**src/hw/rtl/bsc_pkg.sv**
```systemverilog
// ----------------------------------------------------------------------------
// bsc_pkg
// Shared types and constants for the battery state-of-charge conditioner.
// ----------------------------------------------------------------------------
package bsc_pkg;

   // request codes
   localparam logic [1:0] REQ_SCALED  = 2'd0;
   localparam logic [1:0] REQ_RAW     = 2'd1;
   localparam logic [1:0] REQ_RESCALE = 2'd2;
   localparam logic [1:0] REQ_RESUME  = 2'd3;

   // configuration register indexes
   localparam int unsigned CSR_IDX_W = 3;
   localparam logic [CSR_IDX_W-1:0] CSR_EMPTY_LEVEL  = 3'd0;
   localparam logic [CSR_IDX_W-1:0] CSR_NOMINAL_FULL = 3'd1;
   localparam logic [CSR_IDX_W-1:0] CSR_FULL_MARGIN  = 3'd2;
   localparam logic [CSR_IDX_W-1:0] CSR_SCALE_EN     = 3'd3;
   localparam logic [CSR_IDX_W-1:0] CSR_DYN_SCALE_EN = 3'd4;
   localparam logic [CSR_IDX_W-1:0] CSR_STEP_EN      = 3'd5;
   localparam logic [CSR_IDX_W-1:0] CSR_GUARD_EN     = 3'd6;
   localparam int unsigned CSR_DATA_W = 10;

   // field widths
   localparam int unsigned SOC_W   = 14;
   localparam int unsigned PCT_W   = 7;
   localparam int unsigned FS_W    = 11;
   localparam int unsigned EMPTY_W = 10;
   localparam int unsigned NOM_W   = 10;
   localparam int unsigned MARG_W  = 8;

   // divider geometry
   localparam int unsigned DIV_NUM_W = 21;
   localparam int unsigned DIV_DEN_W = 12;
   localparam int unsigned DIV_STEPS = DIV_NUM_W;
   localparam int unsigned DIV_CNT_W = 5;

   // arithmetic constants
   localparam logic [PCT_W-1:0]     PCT_MAX     = 7'd100;
   localparam logic [PCT_W-1:0]     PCT_SCALE   = 7'd100;
   localparam logic [PCT_W-1:0]     FS_MUL      = 7'd99;
   localparam logic [DIV_DEN_W-1:0] DEN_TEN     = 12'd10;
   localparam logic [DIV_DEN_W-1:0] DEN_HUNDRED = 12'd100;

   // reset values
   localparam logic [NOM_W-1:0]  NOMINAL_RST = 10'd990;
   localparam logic [MARG_W-1:0] MARGIN_RST  = 8'd50;

   typedef struct packed {
      logic [1:0]       req_type;
      logic [SOC_W-1:0] soc_value;
      logic             charging;
   } bsc_req_type;

   typedef struct packed {
      logic [SOC_W-1:0] result_value;
      logic             held_abnormal;
   } bsc_rsp_type;

   // controller to datapath
   typedef struct packed {
      logic capture;
      logic load;
      logic second;
      logic step;
      logic commit;
   } bsc_cmd_type;

   // datapath to controller
   typedef struct packed {
      logic dyn_rescale;
      logic out_free;
   } bsc_sts_type;

endpackage

```
**src/hw/rtl/bsc_ctrl.sv**
```systemverilog
// ----------------------------------------------------------------------------
// bsc_ctrl
// Sequencer: captures a request, runs one or two divider passes, then commits
// the result into the output register.
// ----------------------------------------------------------------------------
module bsc_ctrl (
   input  logic                 clock,
   input  logic                 reset,
   input  logic                 req_valid,
   output logic                 req_ready,
   input  bsc_pkg::bsc_sts_type sts,
   output bsc_pkg::bsc_cmd_type cmd
);
   import bsc_pkg::*;

   typedef enum logic [3:0] {
      ST_IDLE = 4'b0001,
      ST_LOAD = 4'b0010,
      ST_DIV  = 4'b0100,
      ST_DONE = 4'b1000
   } state_type;

   state_type            state_ff, state_in;
   logic                 pass_ff, pass_in;
   logic [DIV_CNT_W-1:0] cnt_ff, cnt_in;
   logic                 cnt_last;

   assign cnt_last = (cnt_ff == DIV_CNT_W'(DIV_STEPS - 1));

   // next state and commands
   always_comb begin
      state_in  = state_ff;
      pass_in   = pass_ff;
      cnt_in    = cnt_ff;
      req_ready = 1'b0;
      cmd       = '0;
      case (state_ff)
         ST_IDLE: begin
            req_ready = 1'b1;
            if (req_valid) begin
               cmd.capture = 1'b1;
               pass_in     = 1'b0;
               state_in    = ST_LOAD;
            end
         end
         ST_LOAD: begin
            cmd.load   = 1'b1;
            cmd.second = pass_ff;
            cnt_in     = '0;
            state_in   = ST_DIV;
         end
         ST_DIV: begin
            cmd.step = 1'b1;
            cnt_in   = cnt_ff + 1'b1;
            if (cnt_last) begin
               if (!pass_ff && sts.dyn_rescale) begin
                  pass_in  = 1'b1;
                  state_in = ST_LOAD;
               end else begin
                  state_in = ST_DONE;
               end
            end
         end
         ST_DONE: begin
            if (sts.out_free) begin
               cmd.commit = 1'b1;
               state_in   = ST_IDLE;
            end
         end
         default: begin
            state_in = ST_IDLE;
         end
      endcase
   end

   // state registers
   always_ff @(posedge clock) begin
      if (reset) begin
         state_ff <= ST_IDLE;
         pass_ff  <= 1'b0;
         cnt_ff   <= '0;
      end else begin
         state_ff <= state_in;
         pass_ff  <= pass_in;
         cnt_ff   <= cnt_in;
      end
   end

endmodule

```
**src/hw/rtl/bsc_datapath.sv**
```systemverilog
// ----------------------------------------------------------------------------
// bsc_datapath
// Configuration and state registers, restoring divider, percent post-processing
// and the output register.
// ----------------------------------------------------------------------------
module bsc_datapath (
   input  logic                           clock,
   input  logic                           reset,
   input  bsc_pkg::bsc_cmd_type           cmd,
   output bsc_pkg::bsc_sts_type           sts,
   input  bsc_pkg::bsc_req_type           req_data,
   input  logic                           csr_we,
   input  logic [bsc_pkg::CSR_IDX_W-1:0]  csr_index,
   input  logic [bsc_pkg::CSR_DATA_W-1:0] csr_wdata,
   output logic                           rsp_valid,
   input  logic                           rsp_ready,
   output bsc_pkg::bsc_rsp_type           rsp_data
);
   import bsc_pkg::*;

   // configuration
   logic signed [EMPTY_W-1:0] empty_ff, empty_in;
   logic [NOM_W-1:0]          nominal_ff, nominal_in;
   logic [MARG_W-1:0]         margin_ff, margin_in;
   logic                      scale_en_ff, scale_en_in;
   logic                      dyn_en_ff, dyn_en_in;
   logic                      step_en_ff, step_en_in;
   logic                      guard_en_ff, guard_en_in;

   // architectural state
   logic [PCT_W-1:0]          last_pct_ff, last_pct_in;
   logic                      resync_ff, resync_in;
   logic [FS_W-1:0]           full_scale_ff, full_scale_in;

   // captured request and divider
   bsc_req_type               item_ff;
   logic [DIV_NUM_W-1:0]      num_ff, num_in;
   logic [DIV_DEN_W-1:0]      rem_ff, rem_in;
   logic [DIV_DEN_W-1:0]      den_ff, den_in;

   // output register
   logic                      out_valid_ff, out_valid_in;
   bsc_rsp_type               out_data_ff, out_data_in;

   logic                      scale_on;
   logic signed [15:0]        diff;
   logic                      below_empty;
   logic signed [12:0]        span;
   logic                      span_bad;
   logic [21:0]               num_scaled;
   logic [FS_W-1:0]           raw;
   logic signed [11:0]        lo;
   logic [FS_W-1:0]           hi;
   logic [FS_W-1:0]           fs;
   logic [17:0]               fs99;
   logic [DIV_DEN_W:0]        trial;
   logic [DIV_DEN_W:0]        trial_sub;
   logic                      trial_ge;
   logic [PCT_W-1:0]          q_pct;
   logic [PCT_W-1:0]          p_calc;
   logic [PCT_W-1:0]          p_step;
   logic [PCT_W-1:0]          p_final;
   logic                      held;

   assign scale_on    = scale_en_ff | dyn_en_ff;

   // scaled read operands
   assign diff        = $signed({2'b00, item_ff.soc_value})
                        - $signed({{6{empty_ff[EMPTY_W-1]}}, empty_ff});
   assign below_empty = diff[15];
   assign span        = $signed({2'b00, full_scale_ff})
                        - $signed({{3{empty_ff[EMPTY_W-1]}}, empty_ff});
   assign span_bad    = span[12] | (span == 13'sd0);
   assign num_scaled  = 22'(diff[14:0]) * 22'(PCT_SCALE);

   // full scale clamp on the first-pass quotient
   assign raw = num_ff[FS_W-1:0];
   assign lo  = $signed({2'b00, nominal_ff}) - $signed({4'b0000, margin_ff});
   assign hi  = FS_W'({1'b0, nominal_ff} + {3'b000, margin_ff});

   always_comb begin
      if ($signed({1'b0, raw}) < lo) begin
         fs = lo[FS_W-1:0];
      end else if (raw > hi) begin
         fs = hi;
      end else begin
         fs = raw;
      end
   end

   assign fs99 = 18'(fs) * 18'(FS_MUL);

   // one restoring divider step
   assign trial     = {rem_ff, num_ff[DIV_NUM_W-1]};
   assign trial_sub = trial - {1'b0, den_ff};
   assign trial_ge  = (trial >= {1'b0, den_ff});

   always_comb begin
      num_in = num_ff;
      rem_in = rem_ff;
      den_in = den_ff;
      if (cmd.load) begin
         rem_in = '0;
         if (cmd.second) begin
            num_in = DIV_NUM_W'(fs99);
            den_in = DEN_HUNDRED;
         end else if (item_ff.req_type == REQ_SCALED && scale_on) begin
            num_in = num_scaled[DIV_NUM_W-1:0];
            den_in = span[DIV_DEN_W-1:0];
         end else begin
            num_in = DIV_NUM_W'(item_ff.soc_value);
            den_in = DEN_TEN;
         end
      end else if (cmd.step) begin
         num_in = {num_ff[DIV_NUM_W-2:0], trial_ge};
         rem_in = trial_ge ? trial_sub[DIV_DEN_W-1:0] : trial[DIV_DEN_W-1:0];
      end
   end

   // percent from quotient, clamped to 100
   assign q_pct = ((|num_ff[DIV_NUM_W-1:PCT_W]) || (num_ff[PCT_W-1:0] > PCT_MAX))
                  ? PCT_MAX : num_ff[PCT_W-1:0];

   always_comb begin
      if (item_ff.req_type == REQ_SCALED && scale_on) begin
         if (below_empty) begin
            p_calc = '0;
         end else if (span_bad) begin
            p_calc = PCT_MAX;
         end else begin
            p_calc = q_pct;
         end
      end else begin
         p_calc = q_pct;
      end
   end

   // step limit and direction guard
   always_comb begin
      p_step = p_calc;
      if (step_en_ff) begin
         if (last_pct_ff < p_calc) begin
            p_step = last_pct_ff + 1'b1;
         end else if (last_pct_ff > p_calc) begin
            p_step = last_pct_ff - 1'b1;
         end
      end
      p_final = p_step;
      held    = 1'b0;
      if (resync_ff) begin
         p_final = p_calc;
      end else if (guard_en_ff && ((item_ff.charging && last_pct_ff > p_step) ||
                                   (!item_ff.charging && last_pct_ff < p_step))) begin
         p_final = last_pct_ff;
         held    = 1'b1;
      end
   end

   // state update, configuration writes and result
   always_comb begin
      empty_in      = empty_ff;
      nominal_in    = nominal_ff;
      margin_in     = margin_ff;
      scale_en_in   = scale_en_ff;
      dyn_en_in     = dyn_en_ff;
      step_en_in    = step_en_ff;
      guard_en_in   = guard_en_ff;
      last_pct_in   = last_pct_ff;
      resync_in     = resync_ff;
      full_scale_in = full_scale_ff;
      out_data_in   = out_data_ff;
      out_valid_in  = out_valid_ff & ~rsp_ready;

      if (csr_we) begin
         case (csr_index)
            CSR_EMPTY_LEVEL:  empty_in = $signed(csr_wdata[EMPTY_W-1:0]);
            CSR_NOMINAL_FULL: begin
               nominal_in    = csr_wdata[NOM_W-1:0];
               full_scale_in = FS_W'(csr_wdata[NOM_W-1:0]);
            end
            CSR_FULL_MARGIN:  margin_in   = csr_wdata[MARG_W-1:0];
            CSR_SCALE_EN:     scale_en_in = csr_wdata[0];
            CSR_DYN_SCALE_EN: dyn_en_in   = csr_wdata[0];
            CSR_STEP_EN:      step_en_in  = csr_wdata[0];
            CSR_GUARD_EN:     guard_en_in = csr_wdata[0];
            default: begin
            end
         endcase
      end

      if (cmd.commit) begin
         out_valid_in              = 1'b1;
         out_data_in.held_abnormal = 1'b0;
         case (item_ff.req_type)
            REQ_SCALED: begin
               last_pct_in               = p_final;
               resync_in                 = 1'b0;
               out_data_in.result_value  = SOC_W'(p_final);
               out_data_in.held_abnormal = held;
            end
            REQ_RAW: begin
               out_data_in.result_value = item_ff.soc_value;
            end
            REQ_RESCALE: begin
               if (dyn_en_ff) begin
                  full_scale_in            = num_ff[FS_W-1:0];
                  out_data_in.result_value = SOC_W'(num_ff[FS_W-1:0]);
               end else begin
                  out_data_in.result_value = SOC_W'(full_scale_ff);
               end
            end
            REQ_RESUME: begin
               resync_in                = 1'b1;
               out_data_in.result_value = '0;
            end
            default: begin
               out_data_in.result_value = '0;
            end
         endcase
      end
   end

   // control and state registers
   always_ff @(posedge clock) begin
      if (reset) begin
         empty_ff      <= '0;
         nominal_ff    <= NOMINAL_RST;
         margin_ff     <= MARGIN_RST;
         scale_en_ff   <= 1'b0;
         dyn_en_ff     <= 1'b0;
         step_en_ff    <= 1'b0;
         guard_en_ff   <= 1'b0;
         last_pct_ff   <= '0;
         resync_ff     <= 1'b1;
         full_scale_ff <= FS_W'(NOMINAL_RST);
         out_valid_ff  <= 1'b0;
      end else begin
         empty_ff      <= empty_in;
         nominal_ff    <= nominal_in;
         margin_ff     <= margin_in;
         scale_en_ff   <= scale_en_in;
         dyn_en_ff     <= dyn_en_in;
         step_en_ff    <= step_en_in;
         guard_en_ff   <= guard_en_in;
         last_pct_ff   <= last_pct_in;
         resync_ff     <= resync_in;
         full_scale_ff <= full_scale_in;
         out_valid_ff  <= out_valid_in;
      end
   end

   // payload registers
   always_ff @(posedge clock) begin
      if (cmd.capture) begin
         item_ff <= req_data;
      end
      num_ff      <= num_in;
      rem_ff      <= rem_in;
      den_ff      <= den_in;
      out_data_ff <= out_data_in;
   end

   assign sts.dyn_rescale = (item_ff.req_type == REQ_RESCALE) && dyn_en_ff;
   assign sts.out_free    = ~out_valid_ff | rsp_ready;
   assign rsp_valid       = out_valid_ff;
   assign rsp_data        = out_data_ff;

endmodule

```
**src/hw/rtl/battery_soc_conditioner.sv**
```systemverilog
// A request passes through load, divider steps and done before its result is committed;
// a rescale with dynamic scaling on runs a second load and divider pass first.
// One request at a time: the next request is taken once the previous one has been
// committed to the output register, later while a stalled result still occupies
// that register.
// Reset: synchronous, active high; config to defaults, full scale 990, resync set.
// ----------------------------------------------------------------------------
// battery_soc_conditioner
// Conditions gauge state-of-charge readings into a whole percent, with
// optional rescaling, step limiting and direction guard.
// ----------------------------------------------------------------------------
module battery_soc_conditioner (
   input  logic                           clock,
   input  logic                           reset,
   input  logic                           req_valid,
   output logic                           req_ready,
   input  bsc_pkg::bsc_req_type           req_data,
   output logic                           rsp_valid,
   input  logic                           rsp_ready,
   output bsc_pkg::bsc_rsp_type           rsp_data,
   input  logic                           csr_we,
   input  logic [bsc_pkg::CSR_IDX_W-1:0]  csr_index,
   input  logic [bsc_pkg::CSR_DATA_W-1:0] csr_wdata
);
   import bsc_pkg::*;

   bsc_cmd_type cmd;
   bsc_sts_type sts;

   // sequencer
   bsc_ctrl u_ctrl (
      .clock     (clock),
      .reset     (reset),
      .req_valid (req_valid),
      .req_ready (req_ready),
      .sts       (sts),
      .cmd       (cmd)
   );

   // arithmetic and state
   bsc_datapath u_datapath (
      .clock     (clock),
      .reset     (reset),
      .cmd       (cmd),
      .sts       (sts),
      .req_data  (req_data),
      .csr_we    (csr_we),
      .csr_index (csr_index),
      .csr_wdata (csr_wdata),
      .rsp_valid (rsp_valid),
      .rsp_ready (rsp_ready),
      .rsp_data  (rsp_data)
   );

endmodule

```
**config.mk**
```make
export PLATFORM = sky130hd
export DESIGN_NAME = battery_soc_conditioner
export DESIGN_NICKNAME = d
export VERILOG_FILES = /design/src/hw/rtl/bsc_pkg.sv /design/src/hw/rtl/bsc_ctrl.sv /design/src/hw/rtl/bsc_datapath.sv /design/src/hw/rtl/battery_soc_conditioner.sv
export SDC_FILE = /design/constraint.sdc
export NUM_CORES = 1
export LEC_CHECK = 0
export BUFFER_PORTS_ARGS = -buffer_cell sky130_fd_sc_hd__buf_2
export CORE_MARGIN = 4
export CORE_UTILIZATION = 49
export CTS_BUF_LIST = sky130_fd_sc_hd__clkbuf_16
export CTS_CLUSTER_SIZE = 8
export DETAILED_ROUTE_END_ITERATION = 12
export PLACE_DENSITY_LB_ADDON = 0.1
export RECOVER_POWER = 50
export SETUP_SLACK_MARGIN = 0.02
export SLEW_MARGIN = 15
export SYNTH_ARGS = -nofsm -noshare
export SYNTH_HDL_FRONTEND = slang
export SYNTH_SLANG_ARGS = --single-unit
```
**constraint.sdc**
```tcl
create_clock -name clock -period 13.5 [get_ports clock]
set_input_delay 2.7 -clock clock [delete_from_list [all_inputs] [get_ports clock]]
set_output_delay 2.7 -clock clock [all_outputs]
set_load 0.03 [all_outputs]
```
==> results of run 1 <==
synth_stat cells, drive strengths merged, types with 22 or more instances:
master,instances
nand3,32
fa,25
xnor2,50
inv,167
ha,192
nor2,107
nor2b,24
o21ai,92
o21a,22
clkbuf,49
nand2,182
a21oi,117
edfxtp,65
dfxtp,74
logic make-up after synthesis:
group | share of synthesized area [%]
and+or+nand+nor | 16.36
AOI/OAI and AO/OA | 20.78
buffers and inverters | 6.440
adders and majority gates | 22.64
DFF | 26.78
xor gates and xnor gates | 4.850
muxes | 2.156
report_power, final:
part	leakage, nW	switching (W)	internal (W)
registers	1.19	0.0000574	0.000508
clock network	0.312	0.000227	0.000281
logic	4.59	0.00131	0.00103
registers in the layout (all words and copies together), names as in the netlist, 4 cells and up:
| register | cells |
|---|---|
| u_datapath.rsp_data | 15 |
| u_datapath.nominal_ff | 10 |
| u_ctrl.cnt_ff | 5 |
| u_datapath.full_scale_ff | 11 |
| u_ctrl.state_ff | 4 |
| u_datapath.empty_ff | 10 |
| u_datapath.item_ff | 17 |
| u_datapath.num_ff | 21 |
| u_datapath.last_pct_ff | 7 |
| u_datapath.margin_ff | 8 |
| u_datapath.den_ff | 12 |
| u_datapath.rem_ff | 12 |
layer usage:
layer / vias to the layer above / track usage (%) / routed length (µm) / part of all wire (%)
met5: - / 0 / 0 / 0
met1: 5150 / 34.49 / 16210 / 45
met3: 54 / 3.145 / 1846 / 5.2
li1: 5482 / - / - / -
met2: 302 / 41.90 / 16970 / 47
met4: 0 / 7.000 / 807 / 2.3
tightest hold or removal path: stages, from the launching register on:
cell	delay, ps
dfxtp_1	310
nand2_1	50
a21oi_1	60
final timing paths:
kind	from	end	slack, ps	depth (start not counted)
worst max register to register	u_datapath.empty_ff[9]	u_datapath.rsp_data[6]	4990	30
worst max-delay path	u_datapath.empty_ff[9]	u_datapath.rsp_data[6]	4990	30
worst min register to register	u_datapath.empty_ff[8]	u_datapath.empty_ff[8]	460	2
worst min-delay path	u_datapath.empty_ff[8]	u_datapath.empty_ff[8]	460	2
through the flow:
stage	area, µm²	utilization [%]	setup WS, ps	instances
2_1_floorplan	12820	-	5921	1534
3_3_place_gp	13380	52.54	5355	1875
3_5_place_dp	13380	52.54	5204	1875
4_1_cts	14010	55.01	5180	1907
5_1_grt	13990	54.94	4379	1907
6_report	13990	54.94	4988	1907
cell type report:
| type | instances | area [µm²] |
|---|---|---|
| Multi-Input combinational cell | 1176 | 8569 |
| Timing Repair Buffer | 62 | 319.1 |
| Fill cell | 2374 | 11480 |
| Clock buffer | 20 | 500.5 |
| Clock inverter | 12 | 127.6 |
| Inverter | 168 | 630.6 |
| Tap cell | 330 | 412.9 |
| Sequential cell | 139 | 3433 |
==> summary.txt, run 1 <==
synth warn - 0
Ports - 52
Clock Path Buffers - 2
drt pass-1 iters - 5
postcts setup bufs - 0
Vert. Die Dim - 169.8 µm
first-pass GRT wire length - 57560 µm
pin count of the biggest net entering global routing - 50
CP Max Fanout - 14
Cells after Synth - 1534
violated checks - capacitance limit, slew limit
sequential share of the synthesized area - 26.78%
number of synthesized flops with an enable pin - 65
post_cts resized - 0
core area - 0.02547 mm²
commonest non-fill, non-tap cells in the layout - ha_1 (192), nand2_1 (182), inv_1 (167)
Yosys top cell by area - ha_1
startpoint types - flip-flop
Clk pin slew, worst setup/hold paths - 80 ps
Synth Flop Type - dfxtp_1
CP endpoint kind - flip-flop
WS Path Type - reg2reg
cts bufs inserted - 17
Port Buf Inserts - 51
Routed Antenna Nets - 0
CTS tree - done
Buf/Inv on CP - 1
# diodes - 0
Max-Cap Viols - 2
# setup viols final - 0
initial antenna violation count - 0
Top delay family on crit path - compound AO/OA/AOI/OAI gates
DRT iter0 DRCs - 770
global route overflow - 0
mapped cell area - 0.01282 mm²
worst hold slack - 462.1 ps
Pwr Density - 244.0 mW/mm²
commonest non-fill, non-tap cell in the layout - ha_1
Sink Count - 139
clock skew - 17.90 ps
die area - 0.02882 mm²
Seq cells post-synth - 139
Async SR Flop Fraction - 0%
routed len/inst - 18.79 µm
num rows - 58
min Tclk post-route - 8512 ps
CTS Hold Bufs - 0
status - finished, violations left
final-report max-slew violation count - 85
Root Driver - clkbuf_16
crit path DAT - 8680 ps
Worst Max-Slew Pin Slew - 2502 ps
Starting Density - 50.34%
layout cells sized above 1 - 7.926%
slowest library cell on the worst path - ha_1
Clk Latency, worst-skew pair - 440 ps
CP Data Required Time - 13670 ps
GR Util All Layers - 25.14%
Syn Nets - 1786
Avg Cell Area, Syn - 8.359 µm²
Synth top area share - 18.74%
Pwr Total - 0.003414 W
nets - 1816
Max-slew headroom - -66.80%
leakage - 6.093 nW
Residual DRC - 0
top cells by area, synth - ha_1 (19%), edfxtp_1 (15%), dfxtp_1 (12%), nand2_1 (5.3%), inv_1 (4.9%)
routed wire length - 35830 µm
vias in the first global route - 10660
setup_tns - 0 ps
Worst VDD drop - 271.8 µV
Distinct cells, synth - 74
H-tree depth - 4
Max stage delay on crit path - 620 ps
unrepaired setup endpoints after global routing - false
Final Wtd Congestion - 0.9536
DPL Wire Length - 27770 µm
area grow syn2layout - 9.133%
die width - 169.8 µm
final period utilization - 63.05%
FMAX - 117.5 MHz
Hold Path Class - reg2reg
Final Hold Viols - 0
vias - 10990
via-per-instance ratio - 5.762
Power figures use the tool's default switching activity.
==> run 2, diff against run 1 <==
==> constraint.sdc (replaced) <==
create_clock -name clock -period 7.19 [get_ports clock]
set_input_delay 1.438 -clock clock [delete_from_list [all_inputs] [get_ports clock]]
set_output_delay 1.438 -clock clock [all_outputs]
set_load 0.03 [all_outputs]
==> summary.txt, run 2 (synthesis gave the netlist of run 1 again) <==
CP Data Required Time - 7360 ps (was 13670 ps)
Pwr Density - 449.0 mW/mm² (was 244.0 mW/mm²)
vias - 11550 (was 10990)
commonest non-fill, non-tap cell in the layout - ha_1 (unchanged)
CTS Hold Bufs - 0 (unchanged)
Buf/Inv on CP - 2 (was 1)
Filler Cell Count - 2326 (was 2374)
DP Cell Count - 1986 (was 1875)
CP Capture Point - u_datapath.rsp_data[7] (was u_datapath.rsp_data[6])
commonest non-fill, non-tap cells in the layout - ha_1 (181), nand2_1 (177), inv_1 (163) (was ha_1 (192), nand2_1 (182), inv_1 (167))
routed wire length - 37220 µm (was 35830 µm)
clock skew - 11.22 ps (was 17.90 ps)
WS Path Type - reg2reg (unchanged)
Residual DRC - 0 (unchanged)
final period utilization - 96.95% (was 63.05%)
Root Driver - clkbuf_16 (unchanged)
unrepaired setup endpoints after global routing - true (was false)
DRT iter0 DRCs - 791 (was 770)
FMAX - 143.5 MHz (was 117.5 MHz)
drt pass-1 iters - 5 (unchanged)
initial antenna violation count - 1 (was 0)
first-pass GRT wire length - 58040 µm (was 57560 µm)
Vert. Die Dim - 169.8 µm (unchanged)
Reg2Reg Launch Point - u_datapath.full_scale_ff[0] (was u_datapath.empty_ff[9])
Clk Latency, worst-skew pair - 430 ps (was 440 ps)
die area - 0.02882 mm² (unchanged)
Max-slew headroom - -5.330% (was -66.80%)
Clock Path Buffers - 2 (unchanged)
Worst VDD drop - 725.6 µV (was 271.8 µV)
Max stage delay on crit path - 490 ps (was 620 ps)
Ports - 52 (unchanged)
area grow syn2layout - 19.57% (was 9.133%)
multi-input logic area - 0.008976 mm² (was 0.008569 mm²)
DPL Wire Length - 28850 µm (was 27770 µm)
Top delay family on crit path - compound AO/OA/AOI/OAI gates (unchanged)
routed len/inst - 18.30 µm (was 18.79 µm)
CTS tree - done (unchanged)
final-report max-slew violation count - 19 (was 85)
Crit. Startpoint - u_datapath.full_scale_ff[0] (was u_datapath.empty_ff[9])
Biggest register - u_datapath.num_ff (unchanged)
slowest library cell on the worst path - or4b_4 (was ha_1)
Largest register FFs - 21 (unchanged)
pin count of the biggest net entering global routing - 50 (unchanged)
vias in the first global route - 11030 (was 10660)
startpoint types - flip-flop (unchanged)
global route overflow - 0 (unchanged)
Starting Density - 50.34% (unchanged)
num rows - 58 (unchanged)
min Tclk post-route - 6971 ps (was 8512 ps)
# setup viols final - 0 (unchanged)
Final Hold Viols - 0 (unchanged)
Max-Cap Viols - 1 (was 2)
status - finished, violations left (unchanged)
# diodes - 0 (unchanged)
post-route non-filler standard cell count - 2034 (was 1907)
CP Max Fanout - 7 (was 14)
register area - 0.003438 mm² (was 0.003433 mm²)
Worst path depth - 32 (was 30)
GR Util All Layers - 25.13% (was 25.14%)
die width - 169.8 µm (unchanged)
Routed Antenna Nets - 0 (unchanged)
H-tree depth - 4 (unchanged)
Worst R2R End - u_datapath.rsp_data[7] (was u_datapath.rsp_data[6])
fin util - 60.19% (was 54.94%)
core area - 0.02547 mm² (unchanged)
via-per-instance ratio - 5.678 (was 5.762)
CP endpoint kind - flip-flop (unchanged)
nets - 1943 (was 1816)
cts bufs inserted - 17 (unchanged)
Final Wtd Congestion - 0.9890 (was 0.9536)
Clk pin slew, worst setup/hold paths - 70 ps (was 80 ps)
violated checks - capacitance limit, slew limit (unchanged)
cells on worst reg2reg path - 32 (was 30)
layout cells sized above 1 - 19.07% (was 7.926%)
Worst Max-Slew Pin Slew - 1579 ps (was 2502 ps)
Port Buf Inserts - 51 (unchanged)
Hold Path Class - reg2reg (unchanged)
leakage - 6.726 nW (was 6.093 nW)
crit path DAT - 7140 ps (was 8680 ps)
Reg2Reg Setup Slack - 220 ps (was 4990 ps)
Sink Count - 139 (unchanged)
## run 2: cell types whose count changed in the layout (fill, tap and decap cells not counted), sizes merged
cell,previous run,this run
clkbuf,27,28
buf,55,177
clkinv,3,6
nand2,182,183
## run 2: worst min-delay path: cells and delay by family, from the launching register on
kind	cells	cell delay, ps
compound gates	1	50
simple gates	1	50
flops	1	310
## run 2: how the worst min path moves through the flow
stage / from / endpoint / cells past startpoint
final: u_datapath.empty_ff[3] / u_datapath.empty_ff[3] / 2
after global routing: u_datapath.empty_ff[3] / u_datapath.empty_ff[3] / 2
after CTS: u_datapath.empty_ff[4] / u_datapath.empty_ff[4] / 2
after detailed placement: u_datapath.empty_ff[2] / u_datapath.empty_ff[2] / 2
after global placement: u_datapath.empty_ff[5] / u_datapath.empty_ff[5] / 2
after floorplan: u_datapath.empty_ff[2] / u_datapath.empty_ff[2] / 2
## run 2: per-stage QoR
step / TNS, ps / hold slack [ps] / cell area (µm²) / setup slack, ps / power [W]
floorplan: 0 / 436.3 / 12850 / 21.86 / 0.004570
global placement: -1395 / 445.9 / 14240 / -147.3 / 0.005697
detailed placement: -3947 / 449.4 / 14240 / -325.7 / 0.005752
CTS: 0 / 458.3 / 14940 / 23.39 / 0.006777
global route: -658.4 / 484.2 / 15330 / -92.65 / 0.007637
finish: 0 / 457.5 / 15330 / 219.0 / 0.006884
## run 2: timing repair
action,4_1_cts,5_1_grt
setup endpoints to repair,17,23
setup buffers,5,9
gates resized for setup,19,87
pin swaps,10,63
cloned,0,2
## run 2: routing by layer
layer | vias to the layer above | share of wire (%) | GRT usage (%) | wire, µm
met3 | 67 | 4.3 | 3.261 | 1617
met1 | 5470 | 45 | 33.59 | 16730
met5 | - | 0 | 0 | 0
met4 | 0 | 2.6 | 6.615 | 964
met2 | 273 | 48 | 43.05 | 17910
li1 | 5739 | - | - | -
## run 2: final cells by class
class / count / area share (%)
clock buffers: 17 / 2.775
clock inverters: 15 / 1.102
inverters: 168 / 4.121
multi-input cells: 1177 / 58.54
flip-flops and latches: 139 / 22.43
well taps: 330 / 2.693
repair buffers: 188 / 8.340
## run 2: report_power, final
part           leakage (nW)  switching [W]  internal, W  total [W]
clock                 0.292       0.000418     0.000468   0.000886
combinational          5.24        0.00263      0.00232    0.00495
sequential             1.19      0.0000949     0.000954    0.00105
total                  6.73        0.00314      0.00374    0.00688
